--- src/gwm_pkg.sv ---
`default_nettype none

package gwm_pkg;

  // Store sizes
  localparam int unsigned PatternDepth = 64;
  localparam int unsigned TextDepth    = 256;

  // Length counters hold the depth itself, addresses index the stores
  localparam int unsigned PLenW  = $clog2(PatternDepth + 1);
  localparam int unsigned TLenW  = $clog2(TextDepth + 1);
  localparam int unsigned PAddrW = (PatternDepth > 1) ? $clog2(PatternDepth) : 1;
  localparam int unsigned TAddrW = (TextDepth > 1) ? $clog2(TextDepth) : 1;

  localparam int unsigned ByteW = 8;

  // Wildcard bytes
  localparam logic [ByteW-1:0] ChAny = 8'h3F;
  localparam logic [ByteW-1:0] ChRun = 8'h2A;

  typedef enum logic [1:0] {
    KindClrPat  = 2'd0,
    KindAppPat  = 2'd1,
    KindAppText = 2'd2,
    KindEval    = 2'd3
  } kind_e;

  typedef enum logic [1:0] {
    StIdle = 2'd0,
    StRead = 2'd1,
    StCmp  = 2'd2,
    StDone = 2'd3
  } state_e;

endpackage

`default_nettype wire

--- src/glob_wildcard_matcher_unit.sv ---
// Loads (clear pattern, append pattern byte, append text byte) leave the sequencer idle.
// Each evaluation match step passes through a store read state, then a compare state,
// and the result is shown in a done state; steps grow up to about pattern length times
// text length on backtracks. An overflowed evaluation goes straight to the done state.
// The result strobe lasts one cycle and the receiver cannot stall it. Reset clears
// lengths, flags and the sequencer state, not the working positions or byte stores.
`default_nettype none

module glob_wildcard_matcher_unit (
  input  wire logic       clk_i,
  input  wire logic       rst_ni,
  input  wire logic       start,
  output logic            busy,
  input  wire logic [1:0] kind_i,
  input  wire logic [7:0] byte_value_i,
  output logic            done_o,
  output logic            matched_o,
  output logic            overflowed_o
);

  localparam int unsigned PLenW  = gwm_pkg::PLenW;
  localparam int unsigned TLenW  = gwm_pkg::TLenW;
  localparam int unsigned PAddrW = gwm_pkg::PAddrW;
  localparam int unsigned TAddrW = gwm_pkg::TAddrW;

  gwm_pkg::state_e state_q, state_d;

  logic [PLenW-1:0] plen_q, plen_d;
  logic             povf_q, povf_d;
  logic [TLenW-1:0] tlen_q, tlen_d;
  logic             tovf_q, tovf_d;

  logic [PLenW-1:0] p_q, p_d;
  logic [PLenW-1:0] run_pos_q, run_pos_d;
  logic             have_run_q, have_run_d;
  logic [TLenW-1:0] t_q, t_d;
  logic [TLenW-1:0] resume_q, resume_d;

  logic matched_q, matched_d;
  logic ovf_q, ovf_d;

  logic                   pat_we, text_we;
  logic [gwm_pkg::ByteW-1:0] pat_rdata, text_rdata;

  logic xfer;
  logic p_in, t_in, pat_hit, pat_run, p_full, t_full;

  assign xfer   = start && (state_q == gwm_pkg::StIdle);
  assign p_full = (plen_q == PLenW'(gwm_pkg::PatternDepth));
  assign t_full = (tlen_q == TLenW'(gwm_pkg::TextDepth));

  assign pat_we  = xfer && (gwm_pkg::kind_e'(kind_i) == gwm_pkg::KindAppPat) && !p_full;
  assign text_we = xfer && (gwm_pkg::kind_e'(kind_i) == gwm_pkg::KindAppText) && !t_full;

  gwm_ram #(
    .Width (gwm_pkg::ByteW),
    .Depth (gwm_pkg::PatternDepth)
  ) u_pat_ram (
    .clk_i   (clk_i),
    .we_i    (pat_we),
    .waddr_i (plen_q[PAddrW-1:0]),
    .wdata_i (byte_value_i),
    .raddr_i (p_q[PAddrW-1:0]),
    .rdata_o (pat_rdata)
  );

  gwm_ram #(
    .Width (gwm_pkg::ByteW),
    .Depth (gwm_pkg::TextDepth)
  ) u_text_ram (
    .clk_i   (clk_i),
    .we_i    (text_we),
    .waddr_i (tlen_q[TAddrW-1:0]),
    .wdata_i (byte_value_i),
    .raddr_i (t_q[TAddrW-1:0]),
    .rdata_o (text_rdata)
  );

  // Compare terms on the registered store reads
  assign p_in    = (p_q < plen_q);
  assign t_in    = (t_q < tlen_q);
  assign pat_hit = p_in && ((pat_rdata == gwm_pkg::ChAny) || (pat_rdata == text_rdata));
  assign pat_run = p_in && (pat_rdata == gwm_pkg::ChRun);

  // Next state
  always_comb begin
    state_d = state_q;
    case (state_q)
      gwm_pkg::StIdle: begin
        if (xfer && (gwm_pkg::kind_e'(kind_i) == gwm_pkg::KindEval)) begin
          state_d = (povf_q || tovf_q) ? gwm_pkg::StDone : gwm_pkg::StRead;
        end
      end
      gwm_pkg::StRead: begin
        state_d = gwm_pkg::StCmp;
      end
      gwm_pkg::StCmp: begin
        if (t_in) begin
          state_d = (pat_hit || pat_run || have_run_q) ? gwm_pkg::StRead : gwm_pkg::StDone;
        end else begin
          state_d = pat_run ? gwm_pkg::StRead : gwm_pkg::StDone;
        end
      end
      gwm_pkg::StDone: begin
        state_d = gwm_pkg::StIdle;
      end
      default: begin
        state_d = gwm_pkg::StIdle;
      end
    endcase
  end

  // Datapath updates
  always_comb begin
    plen_d     = plen_q;
    povf_d     = povf_q;
    tlen_d     = tlen_q;
    tovf_d     = tovf_q;
    p_d        = p_q;
    run_pos_d  = run_pos_q;
    have_run_d = have_run_q;
    t_d        = t_q;
    resume_d   = resume_q;
    matched_d  = matched_q;
    ovf_d      = ovf_q;
    case (state_q)
      gwm_pkg::StIdle: begin
        if (xfer) begin
          case (gwm_pkg::kind_e'(kind_i))
            gwm_pkg::KindClrPat: begin
              plen_d = '0;
              povf_d = 1'b0;
            end
            gwm_pkg::KindAppPat: begin
              if (p_full) povf_d = 1'b1;
              else        plen_d = plen_q + PLenW'(1);
            end
            gwm_pkg::KindAppText: begin
              if (t_full) tovf_d = 1'b1;
              else        tlen_d = tlen_q + TLenW'(1);
            end
            gwm_pkg::KindEval: begin
              p_d        = '0;
              t_d        = '0;
              have_run_d = 1'b0;
              matched_d  = 1'b0;
              ovf_d      = povf_q || tovf_q;
            end
            default: begin
              plen_d = plen_q;
            end
          endcase
        end
      end
      gwm_pkg::StCmp: begin
        if (t_in) begin
          if (pat_hit) begin
            // Advance both on a literal or any-byte match
            t_d = t_q + TLenW'(1);
            p_d = p_q + PLenW'(1);
          end else if (pat_run) begin
            // Record the backtrack point
            have_run_d = 1'b1;
            run_pos_d  = p_q;
            p_d        = p_q + PLenW'(1);
            resume_d   = t_q;
          end else if (have_run_q) begin
            // Let the run swallow one more byte
            p_d      = run_pos_q + PLenW'(1);
            resume_d = resume_q + TLenW'(1);
            t_d      = resume_q + TLenW'(1);
          end else begin
            matched_d = 1'b0;
          end
        end else begin
          // Skip trailing runs, then require the pattern to be used up
          if (pat_run) p_d = p_q + PLenW'(1);
          else         matched_d = (p_q == plen_q);
        end
      end
      gwm_pkg::StDone: begin
        // Drop the text after each evaluation
        tlen_d = '0;
        tovf_d = 1'b0;
      end
      default: begin
        p_d = p_q;
      end
    endcase
  end

  always_ff @(posedge clk_i or negedge rst_ni) begin
    if (!rst_ni) begin
      state_q    <= gwm_pkg::StIdle;
      plen_q     <= '0;
      povf_q     <= 1'b0;
      tlen_q     <= '0;
      tovf_q     <= 1'b0;
      have_run_q <= 1'b0;
      matched_q  <= 1'b0;
      ovf_q      <= 1'b0;
    end else begin
      state_q    <= state_d;
      plen_q     <= plen_d;
      povf_q     <= povf_d;
      tlen_q     <= tlen_d;
      tovf_q     <= tovf_d;
      have_run_q <= have_run_d;
      matched_q  <= matched_d;
      ovf_q      <= ovf_d;
    end
  end

  // Sequencer working registers
  always_ff @(posedge clk_i) begin
    p_q       <= p_d;
    run_pos_q <= run_pos_d;
    t_q       <= t_d;
    resume_q  <= resume_d;
  end

  // Outputs
  always_comb begin
    busy         = (state_q != gwm_pkg::StIdle);
    done_o       = (state_q == gwm_pkg::StDone);
    matched_o    = matched_q;
    overflowed_o = ovf_q;
  end

endmodule

`default_nettype wire

--- src/gwm_ram.sv ---
`default_nettype none

module gwm_ram #(
  parameter int unsigned Width = 8,
  parameter int unsigned Depth = 64
) (
  input  wire logic                                         clk_i,
  input  wire logic                                         we_i,
  input  wire logic [((Depth > 1) ? $clog2(Depth) : 1)-1:0] waddr_i,
  input  wire logic [Width-1:0]                             wdata_i,
  input  wire logic [((Depth > 1) ? $clog2(Depth) : 1)-1:0] raddr_i,
  output logic      [Width-1:0]                             rdata_o
);

  logic [Width-1:0] mem_q [Depth];

  // Write one entry, register the read data
  always_ff @(posedge clk_i) begin
    if (we_i) begin
      mem_q[waddr_i] <= wdata_i;
    end
    rdata_o <= mem_q[raddr_i];
  end

endmodule

`default_nettype wire
--- config.mk ---
export PLATFORM = sky130hd
export DESIGN_NAME = glob_wildcard_matcher_unit
export DESIGN_NICKNAME = d
export VERILOG_FILES = /design/src/gwm_pkg.sv /design/src/glob_wildcard_matcher_unit.sv /design/src/gwm_ram.sv
export SDC_FILE = /design/constraint.sdc
export NUM_CORES = 2
export LEC_CHECK = 0
export ABC_CLOCK_PERIOD_IN_PS = 4500
export BUFFER_PORTS_ARGS = -buffer_cell sky130_fd_sc_hd__buf_2
export CAP_MARGIN = 10
export CORE_UTILIZATION = 35
export CTS_CLUSTER_DIAMETER = 40
export DETAILED_ROUTE_END_ITERATION = 7
export PLACE_DENSITY = 0.48
export SLEW_MARGIN = 20
export SYNTH_ARGS = -nofsm -noshare
export SYNTH_HDL_FRONTEND = slang
export SYNTH_SLANG_ARGS = --single-unit
--- constraint.sdc ---
create_clock -name clk_i -period 4.5 [get_ports clk_i]
set_input_delay 0.45 -clock clk_i [delete_from_list [all_inputs] [get_ports clk_i]]
set_output_delay 0.45 -clock clk_i [all_outputs]
set_load 0.02 [all_outputs]
==> impl_metrics.py <==
metrics = {
    "synthesis": {
        "yosysWarnings": 0,
        "synthAdderAreaFrac_pct": 0.303,
        "muxShareOfSynthArea_pct": 15.6,
        "syn_avg_cell_area_um2": 20.9,
        "synth_top_family_by_area": "multiplexers",
        "syn_nets": 4970,
        "ys_ff_latch": 2631,
        "syn_area_um2": 103000,
        "synth_xor_area_share_pct": 0.314,
        "synth_compound_area_share_pct": 2.85,
        "synth_edf_count": 2592,
        "synth-async-reset-ratio_pct": 0.874,
        "synth-seq-area-share_pct": 76.4,
        "yosys.area_share.simple_pct": 2.84,
        "syn-instance-count": 4932,
        "dominantRegCellSynth": "edfxtp_1",
        "ys_types": 74,
    },
    "clocking": {
        "cts_sinks": 2631,
        "cts_tree": "done",
        "clock_latency_ns": 0.94,
        "root_buffer": "clkbuf_16",
        "path_clk_slew_ns": 0.06,
        "post_cts_buffers": 0,
        "htree_levels": 5,
        "cts_made_buffers": 407,
        "cts_max_path_buffers": 4,
    },
    "pwr": {
        "peakVddDrop_mv": 0.378,
        "p_leak_nw": 39.4,
        "power-per-cell-area_nw_per_um2": 615,
    },
    "drt": {
        "drt_iter0_markers": 5846,
        "dr.pass1.iters": 5,
        "avgRoutedWirePerCell_um": 31.6,
        "drc": 0,
        "vias_per_cell": 5.45,
        "final_antenna_net_count": 0,
        "wirelength_um": 305000,
        "vias": 52600,
    },
    "global_route": {
        "grt_max_degree": 133,
        "grt_usage_pct": 20.5,
        "antenna_found_initial": 19,
        "grt_pass1_wl_um": 427000,
        "grt.overflow.total": 0,
        "grt_pass1_vias": 53900,
    },
    "layout": {
        "drive_gt1_share_pct": 29.0,
        "final_common_cell": "edfxtp_1",
        "fin_nets": 5448,
        "final_cell_mix": "edfxtp_1 (2592), mux4_2 (593), clkbuf_16 (409)",
        "syn_to_final_growth_pct": 20.1,
        "regArea_um2": 78700,
        "multiInputGateArea_um2": 22700,
        "fill_cells": 25700,
    },
    "run_status": {
        "status": "finished, violations left",
        "failed_checks": "hold timing",
    },
    "die": {
        "row_count": 198,
        "fp.dieH_um": 545,
        "die_area_um2": 297000,
        "die_w_um": 545,
        "core_um2": 292000,
        "initial_core_util_pct": 35.3,
        "num_io_pins": 17,
    },
    "timing": {
        "fmax_ghz": 0.228,
        "min_period_ns": 4.38,
        "drv_slew": 0,
        "fin_setup_tns_ns": 0,
        "max_slew_margin_pct": 19.1,
        "finClkSkew_ns": 0.0673,
        "fin_crit_sh_pct": 97.4,
        "rsz0062_at_grt": "false",
        "holdWs_ns": -0.0241,
        "tightest_slew_ns": 1.21,
        "setup_violations": 0,
        "hold_viol_final": 3,
    },
    "hold_path": {
        "hold_path_class": "primary input to flop",
    },
    "setup_path": {
        "crit_type": "flop to flop",
        "start_kind": "flop",
        "required_ns": 5.28,
        "endpoint_kind": "flop",
        "critical_path.max_fanout": 51,
        "crit_arrival_ns": 5.16,
    },
    "place": {
        "place_hpwl_um": 190000,
        "place_congestion": 0.848,
        "numPortBuffers": 16,
    },
    "run": {
        "max_cap_viol_count": 0,
    },
}
-- Yosys cell counts, drive strengths merged, types with 23 or more instances --
cell type / number / area, µm²
inv: 31 / 116
o221ai: 28 / 245
nand3: 62 / 310
mux2i: 186 / 1860
a221oi: 41 / 372
edfxtp: 2592 / 77800
nand2: 122 / 458
nor2: 398 / 1490
o21ai: 54 / 270
ha: 25 / 313
buf: 163 / 1160
o22ai: 24 / 150
a211oi: 31 / 233
a22oi: 66 / 495
mux4: 623 / 14100
dfrtp: 23 / 576
clkbuf: 119 / 447
a21oi: 97 / 485
-- metal layers --
layer	vias to the layer above	global-route usage (%)	share of wire [%]
li1	21700	-	-
met1	28600	28.9	43
met2	1920	32.5	47
met3	451	3.72	6.6
met4	10	5.71	2.6
met5	-	0	0.019
-- logic make-up (layout without fill, tap and decap cells) --
| family | Yosys count | count (layout) |
|---|---|---|
| muxes | 820 | 820 |
| adders and majority gates | 25 | 25 |
| buffers and inverters | 313 | 1143 |
| xor gates and xnor gates | 37 | 37 |
| other | 0 | 4 |
| and+or+nand+nor | 683 | 683 |
| AOI/OAI and AO/OA | 423 | 423 |
| DFF | 2631 | 2631 |
-- flip-flops by register name (all words and copies together) (netlist names), 2 cells and up --
| name | count |
|---|---|
| u_text_ram.rdata_o | 8 |
| u_text_ram.mem_q | 2048 |
| state_q | 2 |
| p_q | 7 |
| t_q | 9 |
| resume_q | 9 |
| u_pat_ram.rdata_o | 8 |
| tlen_q | 9 |
| u_pat_ram.mem_q | 512 |
| plen_q | 7 |
| run_pos_q | 7 |
-- where the power goes --
part	internal [mW]	total (mW)	switching (mW)
clock	19.9	31.7	11.9
sequential	27.2	27.6	0.442
combinational	6.56	16.8	10.2
-- final timing paths --
path	start	end	slack, ns	cells after the start
worst max-delay path	t_q[1]	u_text_ram.rdata_o[7]	0.12	9
worst max register to register	t_q[1]	u_text_ram.rdata_o[7]	0.12	9
worst min register to register	tovf_q	tovf_q	0.50	2
worst min-delay path	byte_value_i[6]	u_text_ram.mem_q[33][6]	-0.02	1
min in group asynchronous	rst_ni	tlen_q[4]	0.17	2
max in group asynchronous	rst_ni	tovf_q	3.89	2
-- critical path: stages (launching register included) --
cell and delay (ns):
edfxtp_1 0.47, buf_12 0.32, buf_4 0.43, mux2i_2 0.66, o221ai_1 0.60, a21oi_1 0.26, o21ai_0 0.20, a31oi_1 0.63
nor3_1 0.13, or3_1 0.42
-- metrics by stage --
stage                     power (mW)  instances  area, µm²  utilization, %  setup WS (ns)
final                           76.2       9666     124000            42.4          0.117
after global routing            78.3       9664     124000            42.4         0.0931
after CTS                       76.8       9661     124000            42.4          0.124
after detailed placement        45.0       8896     110000            37.6          0.189
after global placement          45.1       8896     110000            37.6         0.0754
after floorplan                 37.7       4932     103000               -           1.05
-- what timing repair did --
item / in CTS / in global routing
endpoints found under the setup margin: 0 / 1
endpoints found under the hold margin: 78 / 0
hold buffers: 4 / 0
gates resized for setup: 0 / 2
-- final cells by class --
type                       count  share of cell area (%)
sequential                  2631                    63.6
timing repair buffer         351                    2.69
multi-input combinational   1988                    18.4
clock buffer                 457                    8.48
inverter                      31                  0.0981
antenna                        4                 0.00809
tap                         3900                    3.94
clock inverter               304                    2.80
No activity file was read; power rests on OpenSTA's default activity.
